[src/hdl/i2ctrc_pkg.sv]
package i2ctrc_pkg;

	typedef enum logic [2:0] {
		ACT_ADDR_MATCH = 3'd0,
		ACT_STOP       = 3'd1,
		ACT_BYTE_WR    = 3'd2,
		ACT_READ_SLOT  = 3'd3,
		ACT_BUS_ERROR  = 3'd4,
		ACT_REPLY_RDY  = 3'd5,
		ACT_TICK       = 3'd6
	} action_t;

	localparam logic [1:0] CMD_NONE      = 2'd0;
	localparam logic [1:0] CMD_CONTINUE  = 2'd1;
	localparam logic [1:0] CMD_WAIT_STOP = 2'd2;

	localparam logic [7:0] EMPTY_FILL    = 8'hFF;
	localparam logic [7:0] TIMEOUT_RESET = 8'd100;
	localparam logic [7:0] ADDR_BYTES    = 8'd2;

	typedef struct packed {
		logic       ack_bit;
		logic [1:0] bus_command;
		logic [7:0] tx_byte;
		logic       push_in;
		logic       pop_out;
		logic       command_valid;
		logic [7:0] command_high;
		logic [7:0] command_low;
		logic [7:0] command_length;
		logic       fifo_reset;
		logic       busy_now;
	} result_t;

endpackage

[src/hdl/i2c_target_register_transaction_ctrl_top.sv]
// I2C target transaction controller.
// Event channel (evt_valid/evt_ready): one classified bus event per transfer,
// with the bus-side fields alongside. Result channel (res_valid/res_ready):
// exactly one result per event, in order.
// Config channel (cfg_valid/cfg_ready, cfg_data): writes the busy timeout in
// ticks; always ready. The user must write it only while no event is in
// flight; the block does not enforce this. Events pass the input register,
// then the result register. Throughput: one event per cycle unless stalled;
// the state update is a single pass of logic between those two registers.
// When the result receiver stalls, the result register holds and the input
// register fills; evt_ready drops only while both are occupied, so no event
// is lost. Reset clears both registers' valid flags, all counters and flags,
// leaves the block idle, and loads the timeout register with 100 ticks.
// Bytes read while the output FIFO is empty are driven as 0xFF.
module i2c_target_register_transaction_ctrl_top
	import i2ctrc_pkg::*;
#(
	parameter int OUT_FIFO_DEPTH = 256
) (
	input  logic       clk,
	input  logic       arst_n,

	input  logic       cfg_valid,
	output logic       cfg_ready,
	input  logic [7:0] cfg_data,

	input  logic       evt_valid,
	output logic       evt_ready,
	input  logic [2:0] action,
	input  logic [7:0] rx_byte,
	input  logic       master_nacked,
	input  logic       in_fifo_space,
	input  logic [7:0] out_byte,
	input  logic       out_valid,
	input  logic [8:0] reply_count,

	output logic       res_valid,
	input  logic       res_ready,
	output logic       ack_bit,
	output logic [1:0] bus_command,
	output logic [7:0] tx_byte,
	output logic       push_in,
	output logic       pop_out,
	output logic       command_valid,
	output logic [7:0] command_high,
	output logic [7:0] command_low,
	output logic [7:0] command_length,
	output logic       fifo_reset,
	output logic       busy_now
);

	localparam logic [8:0] DEPTH_LIM = 9'(OUT_FIFO_DEPTH);

	// configuration
	logic [7:0] timeout_ticks_q;

	// input register
	logic       valid_s1;
	logic [2:0] action_s1;
	logic [7:0] rx_byte_s1;
	logic       nacked_s1;
	logic       space_s1;
	logic [7:0] out_byte_s1;
	logic       out_valid_s1;
	logic [8:0] reply_count_s1;

	// transaction state
	logic [7:0] addr_high_q, addr_low_q, write_count_q, timeout_left_q;
	logic [8:0] send_pending_q;
	logic       first_read_q, busy_q;

	logic [7:0] addr_high_d, addr_low_d, write_count_d, timeout_left_d;
	logic [8:0] send_pending_d;
	logic       first_read_d, busy_d;

	logic       res_valid_q;
	result_t    res_q, res_d;
	logic       advance;

	logic [7:0] wc_inc;
	logic [7:0] len;
	logic [8:0] pend_dec;

	assign cfg_ready = 1'b1;
	assign advance   = valid_s1 && (!res_valid_q || res_ready);
	assign evt_ready = !valid_s1 || advance;

	always_ff @(posedge clk or negedge arst_n) begin
		if (!arst_n) begin
			timeout_ticks_q <= TIMEOUT_RESET;
		end else if (cfg_valid) begin
			timeout_ticks_q <= cfg_data;
		end
	end

	always_ff @(posedge clk or negedge arst_n) begin
		if (!arst_n) begin
			valid_s1 <= 1'b0;
		end else if (evt_ready) begin
			valid_s1 <= evt_valid;
		end
	end

	always_ff @(posedge clk) begin
		if (evt_ready && evt_valid) begin
			action_s1      <= action;
			rx_byte_s1     <= rx_byte;
			nacked_s1      <= master_nacked;
			space_s1       <= in_fifo_space;
			out_byte_s1    <= out_byte;
			out_valid_s1   <= out_valid;
			reply_count_s1 <= reply_count;
		end
	end

	assign wc_inc   = write_count_q + 8'd1;
	assign len      = (write_count_q > ADDR_BYTES) ? write_count_q - ADDR_BYTES : 8'd0;
	assign pend_dec = (send_pending_q != 9'd0) ? send_pending_q - 9'd1 : 9'd0;

	always_comb begin
		addr_high_d    = addr_high_q;
		addr_low_d     = addr_low_q;
		write_count_d  = write_count_q;
		timeout_left_d = timeout_left_q;
		send_pending_d = send_pending_q;
		first_read_d   = first_read_q;
		busy_d         = busy_q;
		res_d          = '0;

		case (action_t'(action_s1))
			ACT_ADDR_MATCH: begin
				res_d.bus_command = CMD_CONTINUE;
				if (!busy_q) begin
					res_d.ack_bit  = 1'b1;
					write_count_d  = '0;
					send_pending_d = '0;
				end
			end
			ACT_STOP: begin
				res_d.ack_bit     = 1'b1;
				res_d.bus_command = CMD_CONTINUE;
				if (!busy_q && (addr_high_q != 8'd0 || addr_low_q != 8'd0)) begin
					res_d.command_valid  = 1'b1;
					res_d.command_high   = addr_high_q;
					res_d.command_low    = addr_low_q;
					res_d.command_length = len;
					// no data bytes: a read follows, wait for the reply
					if (len == 8'd0) begin
						busy_d         = 1'b1;
						timeout_left_d = timeout_ticks_q;
					end
				end
				addr_high_d   = '0;
				addr_low_d    = '0;
				write_count_d = '0;
			end
			ACT_BYTE_WR: begin
				res_d.bus_command = CMD_CONTINUE;
				write_count_d     = wc_inc;
				if (wc_inc == 8'd1) begin
					addr_high_d   = rx_byte_s1;
					res_d.ack_bit = 1'b1;
				end else if (wc_inc == 8'd2) begin
					addr_low_d    = rx_byte_s1;
					res_d.ack_bit = 1'b1;
				end else if (space_s1) begin
					res_d.ack_bit = 1'b1;
					res_d.push_in = 1'b1;
				end else begin
					write_count_d = write_count_q;
				end
			end
			ACT_READ_SLOT: begin
				if (!first_read_q && nacked_s1) begin
					res_d.bus_command = CMD_WAIT_STOP;
				end else begin
					res_d.tx_byte     = out_valid_s1 ? out_byte_s1 : EMPTY_FILL;
					res_d.pop_out     = out_valid_s1;
					send_pending_d    = pend_dec;
					res_d.bus_command = (pend_dec == 9'd0) ? CMD_WAIT_STOP : CMD_CONTINUE;
					first_read_d      = 1'b0;
				end
			end
			ACT_BUS_ERROR: begin
				res_d.bus_command = CMD_WAIT_STOP;
				res_d.fifo_reset  = 1'b1;
				busy_d            = 1'b0;
				write_count_d     = '0;
				send_pending_d    = '0;
				timeout_left_d    = '0;
			end
			ACT_REPLY_RDY: begin
				if (busy_q) begin
					send_pending_d = (reply_count_s1 > DEPTH_LIM) ? DEPTH_LIM : reply_count_s1;
					first_read_d   = 1'b1;
					busy_d         = 1'b0;
					timeout_left_d = '0;
				end
			end
			ACT_TICK: begin
				if (busy_q) begin
					if (timeout_left_q <= 8'd1) begin
						timeout_left_d = '0;
						busy_d         = 1'b0;
					end else begin
						timeout_left_d = timeout_left_q - 8'd1;
					end
				end
			end
			default: begin
			end
		endcase

		res_d.busy_now = busy_d;
	end

	always_ff @(posedge clk or negedge arst_n) begin
		if (!arst_n) begin
			addr_high_q    <= '0;
			addr_low_q     <= '0;
			write_count_q  <= '0;
			timeout_left_q <= '0;
			send_pending_q <= '0;
			first_read_q   <= 1'b0;
			busy_q         <= 1'b0;
		end else if (advance) begin
			addr_high_q    <= addr_high_d;
			addr_low_q     <= addr_low_d;
			write_count_q  <= write_count_d;
			timeout_left_q <= timeout_left_d;
			send_pending_q <= send_pending_d;
			first_read_q   <= first_read_d;
			busy_q         <= busy_d;
		end
	end

	always_ff @(posedge clk or negedge arst_n) begin
		if (!arst_n) begin
			res_valid_q <= 1'b0;
		end else if (advance) begin
			res_valid_q <= 1'b1;
		end else if (res_ready) begin
			res_valid_q <= 1'b0;
		end
	end

	always_ff @(posedge clk) begin
		if (advance) begin
			res_q <= res_d;
		end
	end

	assign res_valid      = res_valid_q;
	assign ack_bit        = res_q.ack_bit;
	assign bus_command    = res_q.bus_command;
	assign tx_byte        = res_q.tx_byte;
	assign push_in        = res_q.push_in;
	assign pop_out        = res_q.pop_out;
	assign command_valid  = res_q.command_valid;
	assign command_high   = res_q.command_high;
	assign command_low    = res_q.command_low;
	assign command_length = res_q.command_length;
	assign fifo_reset     = res_q.fifo_reset;
	assign busy_now       = res_q.busy_now;

endmodule

[config.mk]
export PLATFORM = sky130hd
export DESIGN_NAME = i2c_target_register_transaction_ctrl_top
export DESIGN_NICKNAME = d
export VERILOG_FILES = /design/src/hdl/i2ctrc_pkg.sv /design/src/hdl/i2c_target_register_transaction_ctrl_top.sv
export SDC_FILE = /design/constraint.sdc
export NUM_CORES = 1
export LEC_CHECK = 0
export ABC_AREA = 1
export BUFFER_PORTS_ARGS = -buffer_cell sky130_fd_sc_hd__buf_4
export CAP_MARGIN = 20
export CORE_AREA = 3 3 158 160
export DETAILED_ROUTE_END_ITERATION = 7
export DIE_AREA = 0 0 161 163
export GPL_TIMING_DRIVEN = 0
export HOLD_SLACK_MARGIN = 0.03
export PLACE_DENSITY_LB_ADDON = 0.08
export SLEW_MARGIN = 30
export SYNTH_ARGS = -nofsm -noshare
export SYNTH_HDL_FRONTEND = slang
export SYNTH_SLANG_ARGS = --single-unit
[constraint.sdc]
create_clock -name clk -period 3.7 [get_ports clk]
set_clock_uncertainty 0.1 [all_clocks]
set_input_delay 0.37 -clock clk [delete_from_list [all_inputs] [get_ports clk]]
set_output_delay 0.37 -clock clk [all_outputs]
set_load 0.1 [all_outputs]
==> results.py, run 1 <==
metrics = {
    "synthesis": {
        "syn_inst": 621,
        "synth-seq-area-share_pct": 58.8,
        "syn_avg_cell_area_sq_um": 9.48,
        "ys_async_sr_fraction_pct": 42.7,
        "synth_cell_types": 38,
        "synthFlopType": "edfxtp_1",
        "synth_warnings": 0,
        "syn-cell-area_sq_um": 5890,
        "synth_edf_count": 71,
        "syn-num-nets": 674,
        "synth_seq_cells": 124,
    },
    "setup_path": {
        "critical_path.slowest_cell": "dfrtp_1",
        "critPathKind": "register to register",
        "cp_num_buf_inv": 1,
        "worstPathCellList": "inv_1, ha_1, xor2_1, o21ai_0, nand2_1, nor2_1, nand3_1, nand2_2, nand2_2, nand2_1, nand2_1",
        "critPathArrivalTime_ns": 2.71,
        "cp.required_ns": 3.89,
        "crit_fanout": 9,
        "crit_top_cell": "nand2_1",
        "cp-start-kind": "register",
        "end_kind": "register",
        "critical-path-max-stage-delay_ns": 0.45,
        "crit_family": "simple AND/OR/NAND/NOR gates",
    },
    "cells_and_area": {
        "final_common_cell": "nand2_1",
        "layout_common_cells": "nand2_1, buf_4, nor2_1",
        "multi_input_area_sq_um": 2020,
        "drive_above_1_share_pct": 21.4,
        "layout.nets": 811,
        "top_regs": "reply_count_s1: 9 flops, send_pending_q: 9 flops",
        "antennaDiodeCount": 0,
        "ff_latch_area_sq_um": 3460,
        "nFillCells": 2499,
        "finalInstanceArea_sq_um": 7840,
        "syn_to_final_growth_pct": 33.2,
    },
    "clock_tree": {
        "cts_sinks": 124,
        "clk_latency_ns": 0.41,
        "clk_pin_slew_worst_paths_ns": 0.06,
        "cts_buffer_depth": 2,
        "cts_tree": "built",
        "cts_buffers": 17,
        "root_buffer": "clkbuf_16",
        "post_cts_buffers": 0,
        "h-tree-depth": 4,
    },
    "drt": {
        "drt-total-wl_mm": 14.3,
        "postRouteAntennaNets": 0,
        "drcViolationCount": 0,
        "wl_per_cell_microns": 13.1,
        "drtIter0Drc": 238,
        "first_pass_iters": 4,
        "vias": 4554,
        "vias_per_cell": 4.18,
    },
    "run": {
        "maxCapViolCount": 0,
    },
    "timing": {
        "hold_viol": 0,
        "fmax_mhz": 397,
        "rsz0062_at_grt": "no",
        "fin_tns_setup_ns": 0,
        "timing.hold.ws_ns": 0.0705,
        "worst_slew_pin_slew_ns": 0.742,
        "slew_headroom_pct": 50.5,
        "setup_viol": 0,
        "drv_slew": 0,
        "setup_slack_ns": 1.18,
        "post-route-min-period_ns": 2.52,
        "fin_crit_sh_pct": 68.1,
    },
    "global_route": {
        "antenna_found_initial": 0,
        "grt.overflow.total": 0,
        "first_global_vias": 4682,
        "grt_util_all_layers_pct": 11.4,
        "grt_first_pass_wirelength_mm": 23.7,
        "grt_max_degree": 54,
    },
    "floorplanning": {
        "die_area_sq_um": 26200,
        "core_sq_um": 23500,
        "rows": 56,
        "die_x_microns": 161,
        "ios": 87,
        "start_util_pct": 25.0,
        "die_h_microns": 163,
    },
    "placement": {
        "placed_cell_area_sq_um": 6940,
        "pre_cts_slack_ns": 1.15,
        "dp_hpwl_mm": 10.5,
        "numPortBuffers": 85,
        "routabilityCongestion": 0.789,
    },
    "outcome": {
        "status": "finished clean",
    },
    "pwr": {
        "p_per_area_nw_per_um2": 626,
        "p_leak_nw": 3.42,
        "p_total_mw": 4.91,
        "ir_drop_mv": 0.277,
    },
    "min_path": {
        "hold_path_class": "primary input to register",
    },
}
-- layer usage --
metal  routed length, microns  global-route usage (%)
met5                        0                       0
met1                     6530                    14.3
met3                      598                    3.15
met4                      234                    3.60
met2                     6930                    19.1
-- area by class of cell --
cell class,count,area share [%]
Buffer,11,0.942
Clock buffer,17,5.43
Clock inverter,15,1.90
Inverter,87,4.17
Multi-Input combinational cell,399,25.8
Sequential cell,124,44.2
Tap cell,319,5.09
Timing Repair Buffer,118,12.5
-- path summary, 6_finish.rpt --
check,startpoint,to,slack (ns),cells past startpoint
max,write_count_q[1],timeout_left_q[2],1.18,11
min,cfg_data[6],timeout_ticks_q[6],0.07,3
max reg2reg,write_count_q[1],timeout_left_q[2],1.18,11
min reg2reg,timeout_left_q[7],timeout_left_q[7],0.37,2
max in group asynchronous,arst_n,addr_high_q[7],2.53,2
min in group asynchronous,arst_n,send_pending_q[4],0.47,2
-- cell families after synthesis --
group | Yosys count | share of synthesized area (%)
AOI/OAI and AO/OA | 73 | 8.08
xor gates and xnor gates | 11 | 1.64
adders and majority gates | 9 | 1.91
buffers and inverters | 98 | 6.80
DFF | 124 | 58.8
other | 1 | 0.0637
and+or+nand+nor | 305 | 22.7
-- power breakdown --
group          internal, mW  total, mW  switching [mW]
Clock                 0.987       1.62           0.629
Sequential             1.68       1.80           0.120
Combinational         0.427       1.49            1.06
Total                  3.10       4.91            1.81
-- cells in the mapped netlist, types with 2 or more instances --
library cell / instances / area, sq um
nand2_1: 144 / 541
clkinv_1: 3 / 11.3
o21ai_0: 27 / 135
nor3_1: 5 / 25.0
buf_4: 2 / 15.0
buf_2: 2 / 10.0
inv_2: 2 / 7.51
xor2_1: 8 / 70.1
o21ai_2: 11 / 96.3
nand2_4: 2 / 22.5
nor2_1: 82 / 308
buf_6: 3 / 33.8
xnor2_1: 3 / 26.3
inv_1: 82 / 308
o21ai_1: 9 / 45.0
ha_1: 9 / 113
clkbuf_1: 4 / 15.0
nand2_2: 7 / 43.8
nand3_1: 43 / 215
nor2_2: 4 / 25.0
edfxtp_1: 71 / 2130
o22ai_1: 14 / 87.6
nand3_2: 3 / 30.0
a21oi_1: 6 / 30.0
dfrtp_1: 50 / 1250
dfstp_2: 3 / 78.8
nand4_1: 11 / 68.8
-- metrics by stage --
| stage | utilization, % | instances |
|---|---|---|
| after detailed placement | 29.5 | 1026 |
| after global placement | 29.4 | 1025 |
| final | 33.3 | 1090 |
| after global routing | 33.3 | 1090 |
| after CTS | 33.3 | 1089 |
| after floorplan | - | 621 |
-- worst min-delay path, delay by kind of cell --
kind,cells,cell delay (ns)
buffers and inverters,1,0.07
AO/OA/AOI/OAI,1,0.06
AND/OR/NAND/NOR,1,0.03
-- timing repair --
item | in CTS | in global routing
setup endpoints to repair | 0 | 0
hold endpoints to repair | 80 | 1
gates resized for setup | 0 | 0
hold buffers | 31 | 1
No activity file was read; power rests on OpenSTA's default activity.
==> inputs of run 2 (changes only) <==
clock period = 2 ns   (was 3.7 ns; I/O delays follow)
==> results.py, run 2 (same netlist as run 1, synthesis figures left out) <==
metrics = {
    "global_route": {
        "grt_util_all_layers_pct": 12.1,
        "grt_max_degree": 54,
        "grt_first_pass_wirelength_mm": 24.8,
        "first_global_vias": 4823,
        "antenna_found_initial": 0,
        "grt.overflow.total": 0,
    },
    "floorplanning": {
        "die_h_microns": 163,
        "start_util_pct": 25.0,
        "core_sq_um": 23500,
        "die_x_microns": 161,
        "die_area_sq_um": 26200,
        "ios": 87,
        "rows": 56,
    },
    "cells_and_area": {
        "drive_above_1_share_pct": 32.8,
        "ff_latch_area_sq_um": 3470,
        "layout_common_cells": "nand2_1, buf_4, inv_1",
        "layout.nets": 856,
        "multi_input_area_sq_um": 2450,
        "fin_util_pct": 37.3,
        "top_regs": "reply_count_s1: 9 flops, send_pending_q: 9 flops",
        "nFillCells": 2427,
        "final_common_cell": "nand2_1",
        "antennaDiodeCount": 0,
        "finalInstanceArea_sq_um": 8770,
        "syn_to_final_growth_pct": 49.0,
        "layout.cells.non_filler": 1135,
    },
    "pwr": {
        "pwr-share-seq_pct": 34.2,
        "combPwrFrac_pct": 32.2,
        "p_leak_nw": 3.76,
        "p_total_mw": 9.85,
        "switching_share_pct": 36.3,
        "p_per_area_nw_per_um2": 1120,
        "ir_drop_mv": 0.555,
        "p_switching_mw": 3.57,
        "internal_power_mw": 6.27,
        "clkPwrFrac_pct": 33.6,
    },
    "timing": {
        "setup_viol": 24,
        "worst_slew_pin_slew_ns": 0.743,
        "slew_headroom_pct": 50.4,
        "fmax_mhz": 484,
        "rsz0062_at_grt": "yes",
        "setup_slack_ns": -0.0667,
        "drv_slew": 0,
        "post-route-min-period_ns": 2.07,
        "fin_crit_sh_pct": 103,
        "hold_viol": 0,
    },
    "outcome": {
        "violations": "negative setup slack",
        "status": "finished with violations",
    },
    "setup_path": {
        "critPathArrivalTime_ns": 2.27,
        "crit_fanout": 4,
        "cp.required_ns": 2.20,
        "cp-start-kind": "register",
        "end_kind": "register",
        "critPathKind": "register to register",
    },
    "clock_tree": {
        "h-tree-depth": 4,
        "cts_tree": "built",
        "root_buffer": "clkbuf_16",
        "cts_buffer_depth": 2,
        "cts_buffers": 17,
        "cts_sinks": 124,
        "clk_latency_ns": 0.42,
        "clk_pin_slew_worst_paths_ns": 0.06,
    },
    "drt": {
        "first_pass_iters": 4,
        "postRouteAntennaNets": 0,
        "drtIter0Drc": 232,
        "drcViolationCount": 0,
        "vias_per_cell": 4.17,
        "drt-total-wl_mm": 15.3,
        "vias": 4738,
        "wl_per_cell_microns": 13.5,
    },
    "run": {
        "maxCapViolCount": 0,
    },
    "placement": {
        "dp_hpwl_mm": 10.1,
        "routabilityCongestion": 0.797,
        "placed_cells": 1025,
        "placed_cell_area_sq_um": 6980,
        "numPortBuffers": 85,
    },
    "min_path": {
        "hold_path_class": "primary input to register",
    },
}
==> run 2: layout make-up <==
| class | count | area share [%] |
|---|---|---|
| Clock buffer | 19 | 5.05 |
| Tap cell | 319 | 4.55 |
| Buffer | 11 | 1.06 |
| Clock inverter | 13 | 2.14 |
| Timing Repair inverter | 2 | 0.143 |
| Inverter | 87 | 3.86 |
| Timing Repair Buffer | 160 | 15.8 |
| Multi-Input combinational cell | 400 | 27.9 |
| Sequential cell | 124 | 39.5 |
==> run 2: final timing paths <==
path	slack, ns	start	cells past startpoint	endpoint
max in group asynchronous	0.95	arst_n	2	res_valid
min reg2reg	0.39	timeout_left_q[7]	2	timeout_left_q[7]
min in group asynchronous	0.29	arst_n	2	timeout_ticks_q[7]
max reg2reg	-0.07	write_count_q[1]	12	addr_high_q[3]
min	0.17	res_ready	5	res_valid
max	-0.07	write_count_q[1]	12	addr_high_q[3]
==> run 2: per-stage QoR <==
step / hold slack (ns) / TNS, ns / setup slack [ns]
2_1_floorplan: -0.196 / -7.22 / -0.273
3_3_place_gp: 0.214 / -22.27 / -0.615
3_5_place_dp: 0.219 / -24.50 / -0.640
4_1_cts: 0.162 / -0.322 / -0.0511
5_1_grt: 0.205 / -5.65 / -0.157
6_report: 0.173 / -0.670 / -0.0667
==> run 2: power by group through the flow <==
| stage | Combinational (mW) | Sequential, mW | Clock [mW] |
|---|---|---|---|
| 6_report | 3.17 | 3.36 | 3.31 |
| 5_1_grt | 3.48 | 3.41 | 3.53 |
| 4_1_cts | 2.97 | 3.35 | 3.40 |
| 3_5_place_dp | 2.71 | 3.40 | 0 |
| 3_3_place_gp | 2.71 | 3.40 | 0 |
| 2_1_floorplan | 1.37 | 4.09 | 0 |
==> run 2: worst max-delay path, stage by stage (launching register included) <==
cell and delay (ns):
dfrtp_2 0.42, buf_6 0.13, ha_4 0.15, nand2_4 0.09, xor2_2 0.19, nand2_2 0.12, nor2_4 0.16, nand4_4 0.14
nand2_2 0.11, nand2_4 0.09, buf_6 0.15, nand2_1 0.05, o21ai_1 0.05
==> run 2: repair_timing <==
| action | in CTS | in global routing |
|---|---|---|
| resized for setup | 50 | 60 |
| endpoints found under the hold margin | 91 | 0 |
| setup endpoints to repair | 96 | 66 |
| hold buffers | 46 | 0 |
| pin swaps | 17 | 32 |
| setup buffers | 17 | 11 |
| gates cloned | 3 | 2 |
==> run 2: routing by layer <==
metal,wire length [microns],GRT usage [%],up-vias
met5,0,0,-
met2,7440,20.0,104
met3,687,3.41,16
met1,6970,15.4,2208
li1,-,-,2410
met4,200,3.52,0
